===== src/hw/rtl/ipdq_pkg.sv =====
// shared types and character constants for the dotted-quad checker
package ipdq_pkg;

  localparam logic [7:0] CHAR_ZERO = 8'h30;
  localparam logic [7:0] CHAR_NINE = 8'h39;
  localparam logic [7:0] CHAR_DOT  = 8'h2e;

  localparam logic [2:0] DOT_LIMIT = 3'd3;
  localparam logic [2:0] DOT_OVER  = 3'd4;
  localparam logic [8:0] OCTET_MAX = 9'd255;
  localparam logic [8:0] OCTET_SAT = 9'd256;
  localparam logic [1:0] DIGIT_MAX = 2'd3;

  typedef enum logic [2:0] {
    CLS_DIGIT = 3'b001,
    CLS_DOT   = 3'b010,
    CLS_OTHER = 3'b100
  } char_class_t;

  typedef struct packed {
    char_class_t cls;
    logic [3:0]  digit;
    logic        is_zero;
    logic        last;
  } ipdq_word_t;

endpackage


===== src/hw/rtl/ipv4_dotted_quad_validator.sv =====
// top level of the dotted-quad address checker
// Takes one character word per cycle while in_stall is low; a word with last_char
// set closes the string and produces one address_valid word. Sustained rate is
// one character per clock while the fifo has room. A character is classified on
// entry and held in a QUEUE_DEPTH-entry fifo; the checker drains one entry per
// cycle unless a closing character waits on a held verdict. While a verdict
// waits on out_stall the checker keeps consuming non-final characters of the
// next string, and input is stalled only when the fifo fills.
module ipv4_dotted_quad_validator
  import ipdq_pkg::*;
#(
  parameter int QUEUE_DEPTH = 4
) (
  input  logic       clk,
  input  logic       rst,
  input  logic       in_valid,
  output logic       in_stall,
  input  logic [7:0] char_code,
  input  logic       last_char,
  output logic       out_valid,
  input  logic       out_stall,
  output logic       address_valid
);

  ipdq_word_t front_word;
  ipdq_word_t head_word;
  logic       push;
  logic       q_full;
  logic       pop;
  logic       head_valid;

  ipdq_front u_front (
    .in_valid  (in_valid),
    .in_stall  (in_stall),
    .char_code (char_code),
    .last_char (last_char),
    .q_full    (q_full),
    .push      (push),
    .word      (front_word)
  );

  ipdq_queue #(
    .DEPTH (QUEUE_DEPTH)
  ) u_queue (
    .clk        (clk),
    .rst        (rst),
    .push       (push),
    .push_word  (front_word),
    .full       (q_full),
    .pop        (pop),
    .head_valid (head_valid),
    .head_word  (head_word)
  );

  ipdq_check u_check (
    .clk           (clk),
    .rst           (rst),
    .head_valid    (head_valid),
    .head_word     (head_word),
    .pop           (pop),
    .out_valid     (out_valid),
    .out_stall     (out_stall),
    .address_valid (address_valid)
  );

  a_no_overwrite: assert property (@(posedge clk) disable iff (rst)
    (pop && head_word.last) |-> (!out_valid || !out_stall))
    else $error("verdict overwritten while held");

  a_verdict_source: assert property (@(posedge clk) disable iff (rst)
    $rose(out_valid) |-> $past(pop && head_word.last))
    else $error("verdict without closing character");

  a_pop_needs_data: assert property (@(posedge clk) disable iff (rst)
    pop |-> head_valid)
    else $error("pop from empty queue");

endmodule


===== src/hw/rtl/ipdq_front.sv =====
// front end: input handshake and character classification
module ipdq_front
  import ipdq_pkg::*;
(
  input  logic       in_valid,
  output logic       in_stall,
  input  logic [7:0] char_code,
  input  logic       last_char,
  input  logic       q_full,
  output logic       push,
  output ipdq_word_t word
);

  always_comb begin
    word.last    = last_char;
    word.digit   = 4'(char_code - CHAR_ZERO);
    word.is_zero = (char_code == CHAR_ZERO);
    if (char_code >= CHAR_ZERO && char_code <= CHAR_NINE) begin
      word.cls = CLS_DIGIT;
    end else if (char_code == CHAR_DOT) begin
      word.cls = CLS_DOT;
    end else begin
      word.cls = CLS_OTHER;
    end
  end

  assign in_stall = q_full;
  assign push     = in_valid && !q_full;

endmodule


===== src/hw/rtl/ipdq_queue.sv =====
// small fifo of classified words between front and back
module ipdq_queue
  import ipdq_pkg::*;
#(
  parameter int DEPTH = 4
) (
  input  logic       clk,
  input  logic       rst,
  input  logic       push,
  input  ipdq_word_t push_word,
  output logic       full,
  input  logic       pop,
  output logic       head_valid,
  output ipdq_word_t head_word
);

  localparam int AW = (DEPTH > 1) ? $clog2(DEPTH) : 1;
  localparam int CW = $clog2(DEPTH + 1);
  localparam logic [AW-1:0] LAST_PTR = AW'(DEPTH - 1);
  localparam logic [CW-1:0] FULL_CNT = CW'(DEPTH);

  ipdq_word_t    entries [DEPTH];
  logic [AW-1:0] wr_ptr;
  logic [AW-1:0] rd_ptr;
  logic [CW-1:0] count;
  logic          do_push;
  logic          do_pop;

  assign full       = (count == FULL_CNT);
  assign head_valid = (count != '0);
  assign head_word  = entries[rd_ptr];
  assign do_push    = push && !full;
  assign do_pop     = pop && head_valid;

  always_ff @(posedge clk) begin
    if (do_push) begin
      entries[wr_ptr] <= push_word;
    end
  end

  always_ff @(posedge clk) begin
    if (rst) begin
      wr_ptr <= '0;
      rd_ptr <= '0;
      count  <= '0;
    end else begin
      if (do_push) begin
        wr_ptr <= (wr_ptr == LAST_PTR) ? '0 : wr_ptr + 1'b1;
      end
      if (do_pop) begin
        rd_ptr <= (rd_ptr == LAST_PTR) ? '0 : rd_ptr + 1'b1;
      end
      if (do_push && !do_pop) begin
        count <= count + 1'b1;
      end else if (do_pop && !do_push) begin
        count <= count - 1'b1;
      end
    end
  end

endmodule


===== src/hw/rtl/ipdq_check.sv =====
// back end: running octet and dot state, verdict register
module ipdq_check
  import ipdq_pkg::*;
(
  input  logic       clk,
  input  logic       rst,
  input  logic       head_valid,
  input  ipdq_word_t head_word,
  output logic       pop,
  output logic       out_valid,
  input  logic       out_stall,
  output logic       address_valid
);

  logic [2:0] dots_seen;
  logic [8:0] octet_value;
  logic [1:0] octet_digits;
  logic       octet_leading_zero;
  logic       string_failed;
  logic       at_string_start;

  logic [2:0] dots_seen_next;
  logic [8:0] octet_value_next;
  logic [1:0] octet_digits_next;
  logic       octet_leading_zero_next;
  logic       string_failed_next;
  logic       at_string_start_next;
  logic       out_valid_next;
  logic       verdict;
  logic [11:0] scaled;

  assign pop = head_valid && (!head_word.last || !out_valid || !out_stall);
  assign scaled = 12'(octet_value) * 12'd10 + 12'(head_word.digit);

  always_comb begin
    dots_seen_next          = dots_seen;
    octet_value_next        = octet_value;
    octet_digits_next       = octet_digits;
    octet_leading_zero_next = octet_leading_zero;
    string_failed_next      = string_failed;
    at_string_start_next    = at_string_start;
    verdict                 = 1'b0;
    if (pop) begin
      if (at_string_start && head_word.is_zero) begin
        string_failed_next = 1'b1;
      end
      at_string_start_next = 1'b0;
      unique case (head_word.cls)
        CLS_DIGIT: begin
          if (octet_digits == DIGIT_MAX) begin
            string_failed_next = 1'b1;
          end else begin
            if (octet_digits == '0) begin
              octet_leading_zero_next = head_word.is_zero;
            end else if (octet_leading_zero) begin
              string_failed_next = 1'b1;
            end
            octet_value_next  = (scaled > 12'(OCTET_MAX)) ? OCTET_SAT : scaled[8:0];
            octet_digits_next = octet_digits + 1'b1;
          end
        end
        CLS_DOT: begin
          if (octet_digits == '0 || octet_value > OCTET_MAX) begin
            string_failed_next = 1'b1;
          end
          if (dots_seen >= DOT_LIMIT) begin
            string_failed_next = 1'b1;
            dots_seen_next     = DOT_OVER;
          end else begin
            dots_seen_next = dots_seen + 1'b1;
          end
          octet_value_next        = '0;
          octet_digits_next       = '0;
          octet_leading_zero_next = 1'b0;
        end
        default: begin
          string_failed_next = 1'b1;
        end
      endcase
      if (head_word.last) begin
        verdict = !string_failed_next && dots_seen_next == DOT_LIMIT &&
                  octet_digits_next != '0 && octet_value_next <= OCTET_MAX;
        dots_seen_next          = '0;
        octet_value_next        = '0;
        octet_digits_next       = '0;
        octet_leading_zero_next = 1'b0;
        string_failed_next      = 1'b0;
        at_string_start_next    = 1'b1;
      end
    end
  end

  assign out_valid_next = (pop && head_word.last) || (out_valid && out_stall);

  always_ff @(posedge clk) begin
    if (rst) begin
      dots_seen          <= '0;
      octet_value        <= '0;
      octet_digits       <= '0;
      octet_leading_zero <= 1'b0;
      string_failed      <= 1'b0;
      at_string_start    <= 1'b1;
      out_valid          <= 1'b0;
    end else begin
      dots_seen          <= dots_seen_next;
      octet_value        <= octet_value_next;
      octet_digits       <= octet_digits_next;
      octet_leading_zero <= octet_leading_zero_next;
      string_failed      <= string_failed_next;
      at_string_start    <= at_string_start_next;
      out_valid          <= out_valid_next;
    end
  end

  always_ff @(posedge clk) begin
    if (pop && head_word.last) begin
      address_valid <= verdict;
    end
  end

endmodule


===== config.mk =====
export PLATFORM = sky130hd
export DESIGN_NAME = ipv4_dotted_quad_validator
export DESIGN_NICKNAME = d
export VERILOG_FILES = /design/src/hw/rtl/ipdq_pkg.sv /design/src/hw/rtl/ipv4_dotted_quad_validator.sv /design/src/hw/rtl/ipdq_front.sv /design/src/hw/rtl/ipdq_queue.sv /design/src/hw/rtl/ipdq_check.sv
export SDC_FILE = /design/constraint.sdc
export NUM_CORES = 1
export LEC_CHECK = 0
export BUFFER_PORTS_ARGS = -buffer_cell sky130_fd_sc_hd__clkbuf_2
export CORE_MARGIN = 4
export CORE_UTILIZATION = 66
export DETAILED_ROUTE_END_ITERATION = 12
export PLACE_DENSITY = 0.91
export SLEW_MARGIN = 20
export SYNTH_ARGS = -nofsm -noshare
export SYNTH_HDL_FRONTEND = slang
export SYNTH_SLANG_ARGS = --single-unit

===== constraint.sdc =====
create_clock -name clk -period 6.2 [get_ports clk]
set_clock_uncertainty 0.2 [all_clocks]
set_input_delay 1.24 -clock clk [delete_from_list [all_inputs] [get_ports clk]]
set_output_delay 1.24 -clock clk [all_outputs]
set_load 0.01 [all_outputs]

==> impl_metrics.yaml <==
floorplan:
  rows: 25
  dieHeight_um: 79.4
  die-area_um2: 6300
  core_um2: 4820
  start_util_pct: 69.8
  die_x_um: 79.4
  io_pins: 16
grt:
  grt-ovfl-total: 0
  grt_pass1_wl_mm: 10.6
  grt.total_usage_pct: 22.2
  antenna_found_initial: 0
  grt_start_max_net_pins: 21
  grt_pass1_vias: 2302
timing:
  finalMaxSlewViolations: 0
  rsz0062_at_grt: "false"
  fin_hold_ws_ns: 0.280
  fmax_ghz: 0.268
  setup_viol: 0
  tightest_slew_ns: 0.590
  fin_crit_ns: 3.74
  setup_slack_ns: 2.46
  post-route-period-util_pct: 60.2
  slew_headroom_pct: 60.6
  setup_tns_ns: 0
  hold_viol: 0
clock_network:
  cts.clk_slew.worst_paths_ns: 0.07
  cts_tree: "yes"
  insertion_delay_ns: 0.34
  hold_buffers: 0
  clockBufferDepth: 2
  cts_buffers: 9
  htree_levels: 3
  post-cts-setup-buffer-count: 0
  ctsResizeCount: 0
  clockRootBuffer: "clkbuf_8"
  cts.sinks: 64
placed_design:
  dp.cells: 365
  place_congestion: 0.883
  dp_hpwl_mm: 4.32
  place_ws_ns: 2.61
  port_buffers: 15
setup_path:
  end_kind: "register"
  start_kind: "register"
  cpMostUsedCell: "nor2_1"
  r2r_cells: 9
  critical-path-slowest-cell: "dfxtp_1"
  critPathMaxStageDelay_ns: 0.70
  critPathMaxFanout: 9
  cp.arrival_ns: 3.81
  critPathTopFamily: "simple AND/OR/NAND/NOR gates"
  cp.required_ns: 6.27
  path_buf_inv: 0
  worstPathCellList: "mux4_1, ha_1, a21o_1, a21oi_1, nor4_1, nor2_1, o211a_1, nor2_1, a32o_1"
  critPathKind: "reg2reg"
  ff2ff_setup_slack_ns: 2.46
  worstReg2RegEnd: "u_check.octet_value[8]$_SDFFE_PP0P_"
drt:
  drtPass1Iterations: 4
  drt_first_iter_violations: 178
  wl_per_cell_um: 16.4
  antenna_left: 0
  totalWireLength_mm: 6.25
  drc: 0
  vias: 2316
  avgViaCountPerCell: 6.08
final_layout:
  layout.nets: 350
  drive_gt1_share_pct: 15.3
  areaGrowthSynthToFinish_pct: 9.64
  n_antenna_cell: 0
  final_cell_count_no_fill: 381
  multi_input_area_um2: 1620
  register_area_um2: 1650
  nFillCells: 322
synth:
  syn_nets: 332
  synth_top_area_share_pct: 33.1
  ys_async_sr_fraction_pct: 0
  ys_types: 61
  ys_seq_elements: 64
  yosysMostFrequentCell: "edfxtp_1"
  synth-main-ff-cell: "edfxtp_1"
  synth_area_leader_cell: "edfxtp_1"
  syn_inst: 291
  ys_seq_area_share_pct: 49.1
  synth_common_cells: "edfxtp_1, nor2_1, dfxtp_1"
  synth_edf_count: 37
  yosys_warnings: 0
  synthTopCellsByArea: "edfxtp_1, dfxtp_1, ha_1"
  netlist_area_um2: 3360
  synth_area_per_cell_um2: 11.5
pwr:
  p_seq_share_pct: 43.0
  p_sw_mw: 0.417
  power.density_nw_per_um2: 357
  p_leak_nw: 1.35
  netSwitchingFraction_pct: 31.7
  total_power_mw: 1.32
  p_int_mw: 0.899
  pwr-share-comb_pct: 28.5
  ir_drop_mv: 0.250
  pwr-share-clk_pct: 28.6
worst_hold_path:
  hold_path.class: "reg2reg"
  worst_hold_startpoint: "u_check.at_string_start$_SDFFE_PP1P_"
  min_path_cells: 1
  min_to: "u_check.at_string_start$_SDFFE_PP1P_"
outcome:
  status: "finished clean"
job:
  cap_violations: 0
## placed cells by master (no fill, tap or decap), drive strengths merged, types with 3 or more instances in the layout
master and n:
dfxtp 27, clkbuf 25, xor2 6, o21ai 11
mux2i 4, edfxtp 37, o31ai 6, a211oi 4
nor4 3, nor3 7, nand3 6, nor2 29
and2 6, mux4 9, xnor2 4, a21oi 21
nor2b 5, fa 3, nand2 17, nand2b 4
inv 11, ha 25, nor3b 4
## state kept, by name, summed over array words and instances (netlist names), named ones only
signal                      cells
u_check.octet_value             9
u_check.at_string_start         1
u_queue.wr_ptr                  2
u_check.dots_seen               3
u_check.out_valid               1
u_queue.rd_ptr                  2
u_check.octet_leading_zero      1
u_check.string_failed           1
u_queue.entries                36
u_check.address_valid           1
u_queue.count                   3
u_check.octet_digits            2
## worst max-delay path by stage
stage,start,endpoint,slack (ns),depth (start not counted)
after floorplan,out_stall,u_queue.count[2]$_SDFFE_PP0P_,3.01,8
after global placement,register,u_check.octet_value[8]$_SDFFE_PP0P_,2.69,9
after detailed placement,register,u_check.octet_value[2]$_SDFFE_PP0P_,2.61,9
after CTS,register,u_check.octet_value[8]$_SDFFE_PP0P_,2.46,9
after global routing,register,u_check.octet_value[8]$_SDFFE_PP0P_,2.15,9
final,register,u_check.octet_value[8]$_SDFFE_PP0P_,2.46,9
## layout make-up
type / instances / share of cell area [%]
flip-flops and latches: 64 / 44.8
multi-input cells: 208 / 44.0
clock buffers: 10 / 3.46
repair buffers: 15 / 2.04
clock inverters: 6 / 2.28
inverters: 11 / 1.12
well taps: 67 / 2.28
## worst reg2reg max path: cells and delay by family (launching register included)
kind	cells	cell delay [ns]
AO/OA/AOI/OAI	4	0.76
adder cells (fa/ha/maj)	1	0.32
flip-flops	1	0.70
multiplexers	1	0.70
AND/OR/NAND/NOR	3	1.01
## kinds of logic after synthesis
family	count (synthesis)	synth area share (%)
multiplexers	13	7.33
XOR/XNOR	10	2.61
flip-flops	64	49.1
AND/OR/NAND/NOR	95	14.9
adder cells (fa/ha/maj)	28	11.1
AO/OA/AOI/OAI	62	12.3
buffers and inverters	19	2.61
## stage by stage
stage	instance area (um2)	util, %
final	3680	76.5
after global routing	3680	76.5
after CTS	3680	76.5
after detailed placement	3470	72.1
after global placement	3470	72.1
after floorplan	3360	-
## power by group through the flow
stage          Clock [mW]  Combinational, mW  Sequential (mW)
2_1_floorplan           0              0.322            0.543
3_3_place_gp            0              0.355            0.570
3_5_place_dp            0              0.366            0.573
4_1_cts             0.383              0.374            0.567
5_1_grt             0.401              0.414            0.576
6_report            0.376              0.374            0.565
## metal layers
| metal | global-route usage (%) | up-vias | share of wire, % |
|---|---|---|---|
| li1 | - | 1131 | - |
| met1 | 25.6 | 1104 | 42 |
| met2 | 38.1 | 69 | 52 |
| met3 | 6.80 | 12 | 4.4 |
| met4 | 9.62 | 0 | 1.8 |
| met5 | 0 | - | 0 |
Power figures use the tool's default switching activity.
